--- config.mk ---
export PLATFORM = sky130hd
export DESIGN_NAME = dtw_sqrt
export DESIGN_NICKNAME = d
export VERILOG_FILES = /design/src/dtw_pkg.sv /design/src/dtw_sqrt.sv
export SDC_FILE = /design/constraint.sdc
export NUM_CORES = 1
export LEC_CHECK = 0
export ABC_AREA = 1
export BUFFER_PORTS_ARGS = -buffer_cell sky130_fd_sc_hd__buf_2
export CAP_MARGIN = 20
export CORE_MARGIN = 2
export CORE_UTILIZATION = 30
export DETAILED_ROUTE_END_ITERATION = 10
export PLACE_DENSITY = 0.5
export SLEW_MARGIN = 20
export SYNTH_ARGS = -nofsm -noshare
export SYNTH_HDL_FRONTEND = slang
export SYNTH_SLANG_ARGS = --single-unit
--- constraint.sdc ---
create_clock -name clock -period 7.25 [get_ports clock]
set_input_delay 1.45 -clock clock [delete_from_list [all_inputs] [get_ports clock]]
set_output_delay 1.45 -clock clock [all_outputs]
set_load 0.05 [all_outputs]
--- src/dtw_pkg.sv ---
// ----------------------------------------------------------------------------
// dtw_pkg
// types and constants shared by the dtw distance block
// ----------------------------------------------------------------------------
package dtw_pkg;

   localparam logic [1:0] FUNC_APPEND_A = 2'd0;
   localparam logic [1:0] FUNC_APPEND_B = 2'd1;
   localparam logic [1:0] FUNC_COMPUTE  = 2'd2;

   localparam int DIST_W = 48;
   localparam logic [DIST_W-1:0] DIST_MAX = {DIST_W{1'b1}};

   typedef struct packed {
      logic [1:0]         func;
      logic signed [31:0] coord_x;
      logic signed [31:0] coord_y;
   } req_type;

   typedef struct packed {
      logic [DIST_W-1:0] distance;
      logic              infinite;
      logic              saturated;
      logic              points_dropped;
   } rsp_type;

   typedef enum logic [3:0] {
      ST_IDLE,
      ST_RDA,
      ST_RDB,
      ST_DIFF,
      ST_SQX,
      ST_SQY,
      ST_SQRT,
      ST_ACC,
      ST_OUT
   } state_type;

endpackage

--- src/dtw_sqrt.sv ---
// ----------------------------------------------------------------------------
// dtw_sqrt
// bit-serial integer square root of a 67-bit value, one result bit per cycle
// ----------------------------------------------------------------------------
module dtw_sqrt import dtw_pkg::*; (
   input  logic        clock,
   input  logic        reset,
   input  logic        start,
   input  logic [66:0] radicand,
   output logic        done,
   output logic [32:0] root
);

   logic [67:0] rem_ff, rem_in;
   logic [66:0] val_ff, val_in;
   logic [32:0] root_ff, root_in;
   logic [5:0]  cnt_ff, cnt_in;
   logic        busy_ff, busy_in;
   logic [67:0] shifted;
   logic [67:0] trial;

   always_comb begin
      rem_in  = rem_ff;
      val_in  = val_ff;
      root_in = root_ff;
      cnt_in  = cnt_ff;
      busy_in = busy_ff;
      shifted = {rem_ff[65:0], val_ff[66:65]};
      trial   = {33'd0, root_ff, 2'b01};
      if (start) begin
         rem_in  = '0;
         val_in  = {radicand[65:0], 1'b0};
         root_in = '0;
         cnt_in  = 6'd33;
         busy_in = 1'b1;
         rem_in  = {66'd0, 1'b0, radicand[66]};
         if (radicand[66]) begin
            rem_in  = '0;
            root_in = 33'd1;
         end
      end else if (busy_ff) begin
         val_in = {val_ff[64:0], 2'b00};
         if (shifted >= trial) begin
            rem_in  = shifted - trial;
            root_in = {root_ff[31:0], 1'b1};
         end else begin
            rem_in  = shifted;
            root_in = {root_ff[31:0], 1'b0};
         end
         cnt_in = cnt_ff - 6'd1;
         if (cnt_ff == 6'd1) busy_in = 1'b0;
      end
   end

   always_ff @(posedge clock) begin
      if (reset) begin
         busy_ff <= 1'b0;
         cnt_ff  <= '0;
      end else begin
         busy_ff <= busy_in;
         cnt_ff  <= cnt_in;
      end
      rem_ff  <= rem_in;
      val_ff  <= val_in;
      root_ff <= root_in;
   end

   assign done = busy_ff && (cnt_ff == 6'd1);
   assign root = root_in;

endmodule

==> results of run 1 <==
==> flip-flops by register name, summed over array words and instances (netlist names) <==
signal   cells
rem_ff      66
val_ff      66
root_ff     33
cnt_ff       6
busy_ff      1
==> per-layer routing <==
layer  routed length, um  part of all wire  vias up
met1               16450              0.47     4727
li1                    -                 -     5318
met5                  13           0.00037        -
met4                 938             0.027        2
met2               16470              0.47      166
met3                1117             0.032       54
==> layout by cell type, fill, tap and decap left out, drive strengths merged, types with 5 or more instances in the layout <==
master,count
o21ai,51
nand4,19
xnor2,13
a21oi,56
a31oi,24
nand3b,5
nor3,23
or2,6
ha,37
buf,111
inv,200
nand2,658
clkbuf,19
edfxtp,66
nor4,5
o21bai,10
xor2,21
nor2,149
o22ai,32
nand3,78
dfxtp,106
==> cell type report <==
class | instances | area share
multi-input combinational | 1197 | 0.4724
sequential | 172 | 0.3269
inverter | 196 | 0.05898
tap | 468 | 0.04662
timing repair buffer | 111 | 0.04603
clock buffer | 19 | 0.03447
clock inverter | 13 | 0.01464
==> cells by family (layout without fill, tap and decap cells) <==
family | count (synthesis) | in the layout
DFF | 172 | 172
adders and majority gates | 37 | 37
xor gates and xnor gates | 34 | 34
and+or+nand+nor | 946 | 946
AOI/OAI and AO/OA | 180 | 180
buffers and inverters | 242 | 339
==> Yosys cell counts (3+ instances only) <==
cell	count	share of area
a21oi_2	9	0.0071
ha_1	37	0.042
clkbuf_1	33	0.011
nand3_1	71	0.032
o21ai_0	45	0.020
nand3b_1	5	0.0034
buf_2	3	0.0014
nand2_1	622	0.21
inv_1	178	0.061
inv_2	15	0.0051
nand2_2	35	0.020
xnor2_1	13	0.010
nor4_1	5	0.0028
a21oi_1	47	0.021
dfxtp_1	106	0.19
nor2_4	4	0.0041
nor3_1	22	0.010
nand4_1	19	0.011
edfxtp_1	66	0.18
nand3_2	6	0.0054
buf_6	5	0.0051
o21bai_1	10	0.0068
nor2_2	6	0.0034
xor2_1	21	0.017
or2_1	4	0.0023
nor2_1	138	0.047
a31oi_2	22	0.025
o21ai_1	6	0.0027
o22ai_1	32	0.018
==> final timing paths <==
path                                    to  slack, ps  cells past startpoint
worst max-delay path               root[0]       2120                     11
worst min-delay path            rem_ff[64]        460                      2
worst max register to register  rem_ff[33]       4030                     13
worst min register to register  rem_ff[64]        460                      2
==> tightest hold or removal path, stage by stage, from the launching register on <==
cell	delay, ps
dfxtp_1	310
nand2_1	60
nand2_1	50
==> where the power goes <==
group          total (mW)  switching, mW  leakage, nW  internal, mW
sequential           1.25          0.110         1.54          1.14
clock               0.995          0.442        0.295         0.553
combinational        3.37           2.37         4.12          1.00
==> per-stage QoR <==
stage	setup slack (ps)	cells	cell area, um2	util
4_1_cts	2021	2176	12560	0.3447
6_report	2119	2176	12560	0.3447
2_1_floorplan	1300	1611	11030	-
5_1_grt	1770	2176	12560	0.3447
3_3_place_gp	2435	2144	11940	0.3278
3_5_place_dp	2359	2144	11940	0.3278
==> flow_metrics.tcl, run 1 <==
set metrics [dict create \
    outcome "finished clean" \
    antenna_found_initial 1 \
    synth_compound_area_frac 0.1078 \
    seq_area_um2 4105 \
    grt_use_total 0.1867 \
    htreeDepth 4 \
    cp.arrival_ps 3680 \
    startpoint "root_ff[31]" \
    ios 104 \
    slew_violations 0 \
    grt.met1_usage 0.2429 \
    crit_buf_inv 3 \
    setup_viol 0 \
    die_h_um 195.8 \
    max_stage_delay_ps 630 \
    crit_family "simple AND/OR/NAND/NOR gates" \
    first_pass_iters 6 \
    synth-xor-area-share 0.02699 \
    synth.cell_area_um2 11030 \
    cts-resized-gates 0 \
    timing.fmax_mhz 194.9 \
    crit_path_start_kind "flip-flop" \
    hold_viol_final 0 \
    cts_setup_buffers 0 \
    synth_top_family_by_area "simple AND/OR/NAND/NOR gates" \
    n_fill_cell 3998 \
    synth-main-ff-cell "dfxtp_1" \
    die_x_um 195.8 \
    cts_sinks 172 \
    p_per_area_nw_per_um2 447.3 \
    portBuffers 103 \
    maxSlewHeadroom 0.3874 \
    cp.required_ps 5800 \
    peakVddDrop_mv 0.2546 \
    synth_fa_ha_area_frac 0.04196 \
    overflow 0 \
    min_period_over_period 0.7077 \
    critPathSlowestCell "nor2_8" \
    use_met3 0.03094 \
    power_mw 5.618 \
    drv_cap 0 \
    syn_to_final_growth_pct 13.83 \
    cts_tree "built" \
    syn_nets 1718 \
    multi_input_area_um2 5933 \
    postSynthAreaPerCell_um2 6.849 \
    drt-initial-drc-count 656 \
    diodes 0 \
    endpoint_kind "primary output" \
    clock_skew_ps 17.15 \
    ant_nets 0 \
    grt_busiest_layer "met2" \
    min_path_type "reg -> reg" \
    p_leak_nw 5.960 \
    layout.nets 1802 \
    hp-start "rem_ff[64]" \
    initial_core_util 0.3028 \
    dp_hpwl_mm 27.47 \
    r2r_start "root_ff[31]" \
    routedWlPerCell_um 16.08 \
    core_area_um2 36430 \
    cts_max_path_buffers 2 \
    vias 10270 \
    numCtsBuffers 17 \
    rsz0062_at_grt "false" \
    cts_root_buf "clkbuf_16" \
    period_needed_ps 5131 \
    drc 0 \
    fp-row-count 70 \
    path_class "reg -> out" \
    critPathMaxFanout 53 \
    synthArstFlopShare 0 \
    synthCells 1611 \
    synth.distinct_cells 48 \
    grt_pass1_vias 9840 \
    tns_ps 0 \
    grt_util_met2 0.3134 \
    gp_congestion 0.9739 \
    grt_max_degree 88 \
    hold_buffers 0 \
    synth-simple-area-share 0.3610 \
    vias_per_cell 4.718 \
    ys_seq_elements 172 \
    path_clk_slew_ps 70 \
    yosysWarnings 0 \
    whs_ps 460.0 \
    synth_edf_count 66 \
    drive_gt1_frac 0.1464 \
    drt_wl_total_mm 35.00 \
    synth-seq-area-share 0.3720 \
    grt_pass1_wl_mm 54.77 \
    clk_latency_ps 460 \
    die_area_um2 38330 \
    tightest_slew_ps 910.4 \
    muxShareOfSynthArea 0 \
    crit_chain "inv_1 > ha_1 > a21oi_1 > inv_1 > a21oi_1 > nand2_1 > a21oi_2 > nand3_4 > nor2_8 > o21ai_0 > buf_2" \
]
(Power assumes the default switching activity.)
==> inputs of run 2 (changes only) <==
--- a/config.mk
+++ b/config.mk
@@ -5,13 +5,13 @@
 export SDC_FILE = /design/constraint.sdc
 export NUM_CORES = 1
 export LEC_CHECK = 0
-export ABC_AREA = 1
+export ABC_AREA = 0
 export BUFFER_PORTS_ARGS = -buffer_cell sky130_fd_sc_hd__buf_2
 export CAP_MARGIN = 20
 export CORE_MARGIN = 2
 export CORE_UTILIZATION = 30
 export DETAILED_ROUTE_END_ITERATION = 10
-export PLACE_DENSITY = 0.5
+export PLACE_DENSITY = 0.52
 export SLEW_MARGIN = 20
 export SYNTH_ARGS = -nofsm -noshare
 export SYNTH_HDL_FRONTEND = slang
==> constraint.sdc (replaced) <==
create_clock -name clock -period 4.7 [get_ports clock]
set_input_delay 0.94 -clock clock [delete_from_list [all_inputs] [get_ports clock]]
set_output_delay 0.94 -clock clock [all_outputs]
set_load 0.05 [all_outputs]
==> flow_metrics.tcl, run 2 <==
set metrics [dict create \
    dp_hpwl_mm 18.16 \
    cts_sinks 172 \
    synth_edf_count 66 \
    worstHoldEndpoint "rem_ff[64]" \
    drc 0 \
    min_path_type "reg -> reg" \
    cp.required_ps 3760 \
    max_stage_delay_ps 590 \
    cp.arrival_ps 3560 \
    cts_tree "built" \
    die_x_um 186.5 \
    drt-initial-drc-count 462 \
    path_clk_slew_ps 70 \
    hold_buffers 0 \
    synth.distinct_cells 77 \
    overflow 0 \
    tns_ps 0 \
    r2r_end "rem_ff[26]" \
    whs_path_depth 2 \
    die_h_um 186.5 \
    crit_family "simple AND/OR/NAND/NOR gates" \
    yosysWarnings 0 \
    postSynthAreaPerCell_um2 9.231 \
    outcome "finished clean" \
    layout.nets 1261 \
    r2r_slack_ps 790 \
    syn_nets 1190 \
    ios 104 \
    portBuffers 103 \
    numCtsBuffers 17 \
    vias_per_cell 5.158 \
    clk_latency_ps 450 \
    synth.cell_area_um2 9997 \
    min_period_over_period 0.9572 \
    critPathMaxFanout 6 \
    first_pass_iters 5 \
    ys_seq_elements 172 \
    placed_area_um2 10890 \
    drt_wl_total_mm 26.04 \
    crit_buf_inv 1 \
    initial_core_util 0.3057 \
    synth_top_area_frac 0.2123 \
    grt_pass1_wl_mm 43.33 \
    clock_skew_ps 11.55 \
    synthCells 1083 \
    yosysMostFrequentCell "nor2_1" \
    grt_pass1_vias 8232 \
    p_per_area_nw_per_um2 449.6 \
    largest_registers "rem_ff x66, val_ff x66, root_ff x33" \
    period_needed_ps 4499 \
    most-common-layout-cells "125 x nor2_1, 116 x nand2_1, 104 x dfxtp_1, 101 x buf_2, 66 x edfxtp_1" \
    fp-row-count 66 \
    timing.fmax_mhz 222.3 \
    peakVddDrop_mv 0.2809 \
    drv_cap 0 \
    grt_use_total 0.1521 \
    vias 8315 \
    die_area_um2 34800 \
    synthTopCellsByArea "dfxtp_1 21%, edfxtp_1 20%, mux2_2 7.2%, nor2_1 4.7%, ha_1 4.6%" \
    critPathSlowestCell "or4b_4" \
    grt_max_degree 125 \
    p_leak_nw 4.540 \
    synth-main-ff-cell "dfxtp_1" \
    setup_viol 0 \
    slew_violations 0 \
    layout_commonest_cell "nor2_1" \
    endpoint_kind "primary output" \
    path_class "reg -> out" \
    final_cell_area_um2 11500 \
    crit_chain "or4_4 > or4_4 > or3_4 > or4b_4 > nor2_4 > a21oi_1 > a21oi_1 > o21ai_0 > buf_4" \
    hold_viol_final 0 \
    post-place-ws_ps 592.0 \
    yosysTopAreaCell "dfxtp_1" \
    maxSlewHeadroom 0.4123 \
    cts_max_path_buffers 2 \
    htreeDepth 4 \
    core_area_um2 32700 \
    hp-start "rem_ff[64]" \
    synthTopCellsByCount "126 x nor2_1, 116 x nand2_1, 106 x dfxtp_1" \
    r2r_start "rem_ff[41]" \
    reg2reg_depth 9 \
    synthArstFlopShare 0 \
    rsz0062_at_grt "false" \
    routedWlPerCell_um 16.15 \
    antenna_found_initial 3 \
    syn_to_final_growth_pct 15.04 \
    worst_slack_ps 201.1 \
    ant_nets 0 \
    cts_root_buf "clkbuf_16" \
    drive_gt1_frac 0.2082 \
    tightest_slew_ps 874.8 \
    crit_path_start_kind "flip-flop" \
    synth-seq-area-share 0.4105 \
    gp_congestion 0.8299 \
]
run 2: what timing repair did:
item | CTS | global route
setup endpoints to repair | 0 | 1
gates resized for setup | 0 | 5
buffers inserted | 0 | 1
run 2: final cells by class:
class,instances,area [um2]
sequential,172,4109
tap,442,553.0
clock buffer,19,454.2
fill,3444,21200
antenna,3,7.507
clock inverter,13,128.9
multi-input combinational,793,5391
timing repair buffer,118,661.9
inverter,52,195.2
run 2: kinds of logic after synthesis:
kind of cell               Yosys count  share of synthesized area
muxes                               99                     0.1071
xor gates and xnor gates            42                    0.03680
buffers and inverters              118                    0.05094
AOI/OAI and AO/OA                  240                     0.1697
adders and majority gates           37                    0.04631
and+or+nand+nor                    375                     0.1786
DFF                                172                     0.4105
run 2: how the worst max path moves through the flow:
stage,startpoint,to,slack [ps],cells after the start
floorplan,rem_ff[41],root[0],480,8
global placement,rem_ff[41],root[0],610,9
finish,rem_ff[41],root[0],200,9
global route,rem_ff[41],root[0],30,9
CTS,rem_ff[41],root[0],80,9
detailed placement,rem_ff[41],root[0],590,9
run 2: per-layer routing:
layer / vias to the layer above / track usage / part of all wire
met1: 3950 / 0.2018 / 0.48
li1: 4127 / - / -
met5: - / 0 / 0.00027
met3: 36 / 0.04834 / 0.065
met4: 2 / 0.04853 / 0.017
met2: 200 / 0.2352 / 0.44
run 2: report_power, final:
part	leakage (nW)	switching, mW	internal, mW
clock	0.288	0.654	0.773
sequential	1.53	0.107	1.71
combinational	2.72	1.15	0.772
total	4.54	1.91	3.26
run 2: worst reg2reg max path: cells and delay by family (launching register included):
family / cells / cell delay [ps]
flops: 1 / 350
simple gates: 7 / 2900
compound gates: 1 / 270
buf+inv: 1 / 260
run 2: metrics by stage:
step | power [mW] | hold WS [ps] | cells | utilization
final | 5.171 | 456.9 | 1612 | 0.3517
after floorplan | 3.258 | 426.0 | 1083 | -
after detailed placement | 3.738 | 443.5 | 1576 | 0.3331
after global routing | 5.512 | 499.9 | 1609 | 0.3515
after CTS | 5.188 | 461.5 | 1608 | 0.3509
after global placement | 3.735 | 440.8 | 1576 | 0.3331
==> inputs of run 3 (changes only) <==
--- a/config.mk
+++ b/config.mk
@@ -5,7 +5,7 @@
 export SDC_FILE = /design/constraint.sdc
 export NUM_CORES = 1
 export LEC_CHECK = 0
-export ABC_AREA = 0
+export ABC_AREA = 1
 export BUFFER_PORTS_ARGS = -buffer_cell sky130_fd_sc_hd__buf_2
 export CAP_MARGIN = 20
 export CORE_MARGIN = 2
==> flow_metrics.tcl, run 3 (synthesized netlist as in run 1, its figures left out) <==
set metrics [dict create \
    outcome "finished clean" \
    grt_use_total 0.1857 \
    timing.fmax_mhz 268.2 \
    first_pass_iters 7 \
    hp-start "rem_ff[60]" \
    vias 10230 \
    slew_violations 0 \
    maxSlewHeadroom 0.4027 \
    vias_per_cell 4.694 \
    endpoint_kind "primary output" \
    most-common-layout-cells "622 x nand2_1, 177 x inv_1, 138 x nor2_1, 105 x dfxtp_1, 102 x buf_2" \
    cp.required_ps 3760 \
    core_area_um2 36430 \
    dp_hpwl_mm 27.65 \
    hold_viol_final 0 \
    hold_buffers 0 \
    clock_skew_ps 13.58 \
    cts_sinks 172 \
    drc 0 \
    min_period_over_period 0.7933 \
    gp_congestion 0.9219 \
    cts_root_buf "clkbuf_16" \
    grt_max_degree 87 \
    path_clk_slew_ps 70 \
    tns_ps 0 \
    drive_gt1_frac 0.1472 \
    path_class "reg -> out" \
    whs_ps 458.2 \
    routedWlPerCell_um 16.28 \
    portBuffers 103 \
    grt_pass1_vias 9738 \
    clk_latency_ps 460 \
    grt_pass1_wl_mm 54.66 \
    layout_commonest_cell "nand2_1" \
    cp.arrival_ps 2790 \
    layout.nets 1806 \
    diodes 0 \
    rsz0062_at_grt "false" \
    fp-row-count 70 \
    r2r_start "root_ff[16]" \
    p_per_area_nw_per_um2 686.4 \
    period_needed_ps 3729 \
    power_mw 8.632 \
    initial_core_util 0.3028 \
    htreeDepth 4 \
    placed_area_um2 11990 \
    cts_tree "built" \
    drv_cap 0 \
    setup_viol 0 \
    overflow 0 \
    cts_setup_buffers 0 \
    r2r_end "rem_ff[18]" \
    syn_to_final_growth_pct 13.98 \
    cts_max_path_buffers 2 \
    r2r_slack_ps 1590 \
    critPathMaxFanout 4 \
    antenna_found_initial 0 \
    largest_registers "rem_ff x66, val_ff x66, root_ff x33" \
    reg2reg_depth 15 \
    drt-initial-drc-count 779 \
    ant_nets 0 \
    min_path_type "reg -> reg" \
    die_h_um 195.8 \
    whs_path_depth 2 \
    numCtsBuffers 17 \
    drt_wl_total_mm 35.48 \
    die_area_um2 38330 \
    crit_path_start_kind "flip-flop" \
    peakVddDrop_mv 0.4062 \
    final_cell_area_um2 12580 \
    die_x_um 195.8 \
    worstHoldEndpoint "rem_ff[60]" \
    cts-resized-gates 0 \
    tightest_slew_ps 895.9 \
    p_leak_nw 5.978 \
    ios 104 \
]
[run 3: cell count changes in the layout (fill, tap and decap cells not counted), moves of 22 or more]
| cell | delta |
|---|---|
| a31oi_2 | +22 |
| inv_1 | +126 |
| mux2_2 | -64 |
| nand2_2 | +34 |
| nand3_1 | +56 |
| a311oi_1 | -30 |
| o22ai_1 | +29 |
| nand2_1 | +506 |
| mux2i_1 | -35 |
[run 3: layout make-up]
type	instances	area [um2]
Fill cell	3970	23860
Multi-Input combinational cell	1197	5933
Sequential cell	172	4105
Inverter	196	740.7
Timing Repair Buffer	115	628.1
Tap cell	468	585.6
Clock buffer	20	446.7
Clock inverter	12	136.4
[run 3: layer usage]
metal	global-route usage	vias up	part of all wire	wire, um
met5	0	-	0	0
met4	0.05808	0	0.022	786
met3	0.02802	50	0.040	1412
met2	0.3115	218	0.47	16730
met1	0.2465	4653	0.47	16560
li1	-	5312	-	-
[run 3: worst max-delay path, stage by stage (launching register included)]
cell	delay (ps)
dfxtp_1	310
inv_1	80
ha_1	360
nand2_1	110
nor2_1	240
inv_1	90
nor2_2	160
nand3_1	100
nand3_2	150
nand2_2	90
nand3_4	100
nor2_8	40
o21ai_0	190
buf_2	310
[run 3: report_power, final]
part,switching (mW),internal [mW],total (mW),leakage (nW)
Combinational,3.69,1.55,5.24,4.15
Clock,0.656,0.803,1.46,0.285
Sequential,0.166,1.76,1.93,1.54
Total,4.52,4.12,8.63,5.98
[run 3: how the worst max path moves through the flow]
stage | startpoint | cells past startpoint | endpoint | slack [ps]
finish | root_ff[16] | 13 | root[0] | 970
global route | root_ff[13] | 13 | root[0] | 780
CTS | root_ff[16] | 13 | root[0] | 890
detailed placement | root_ff[16] | 13 | root[0] | 1400
global placement | start | 5 | root[25] | 1250
floorplan | start | 4 | root[23] | 830
[run 3: through the flow]
stage                       util  cells  setup WS [ps]
after CTS                 0.3452   2180          889.5
after floorplan                -   1611          833.7
after global routing      0.3452   2180          776.0
final                     0.3452   2180          971.4
after global placement    0.3284   2147           1253
after detailed placement  0.3292   2148           1400
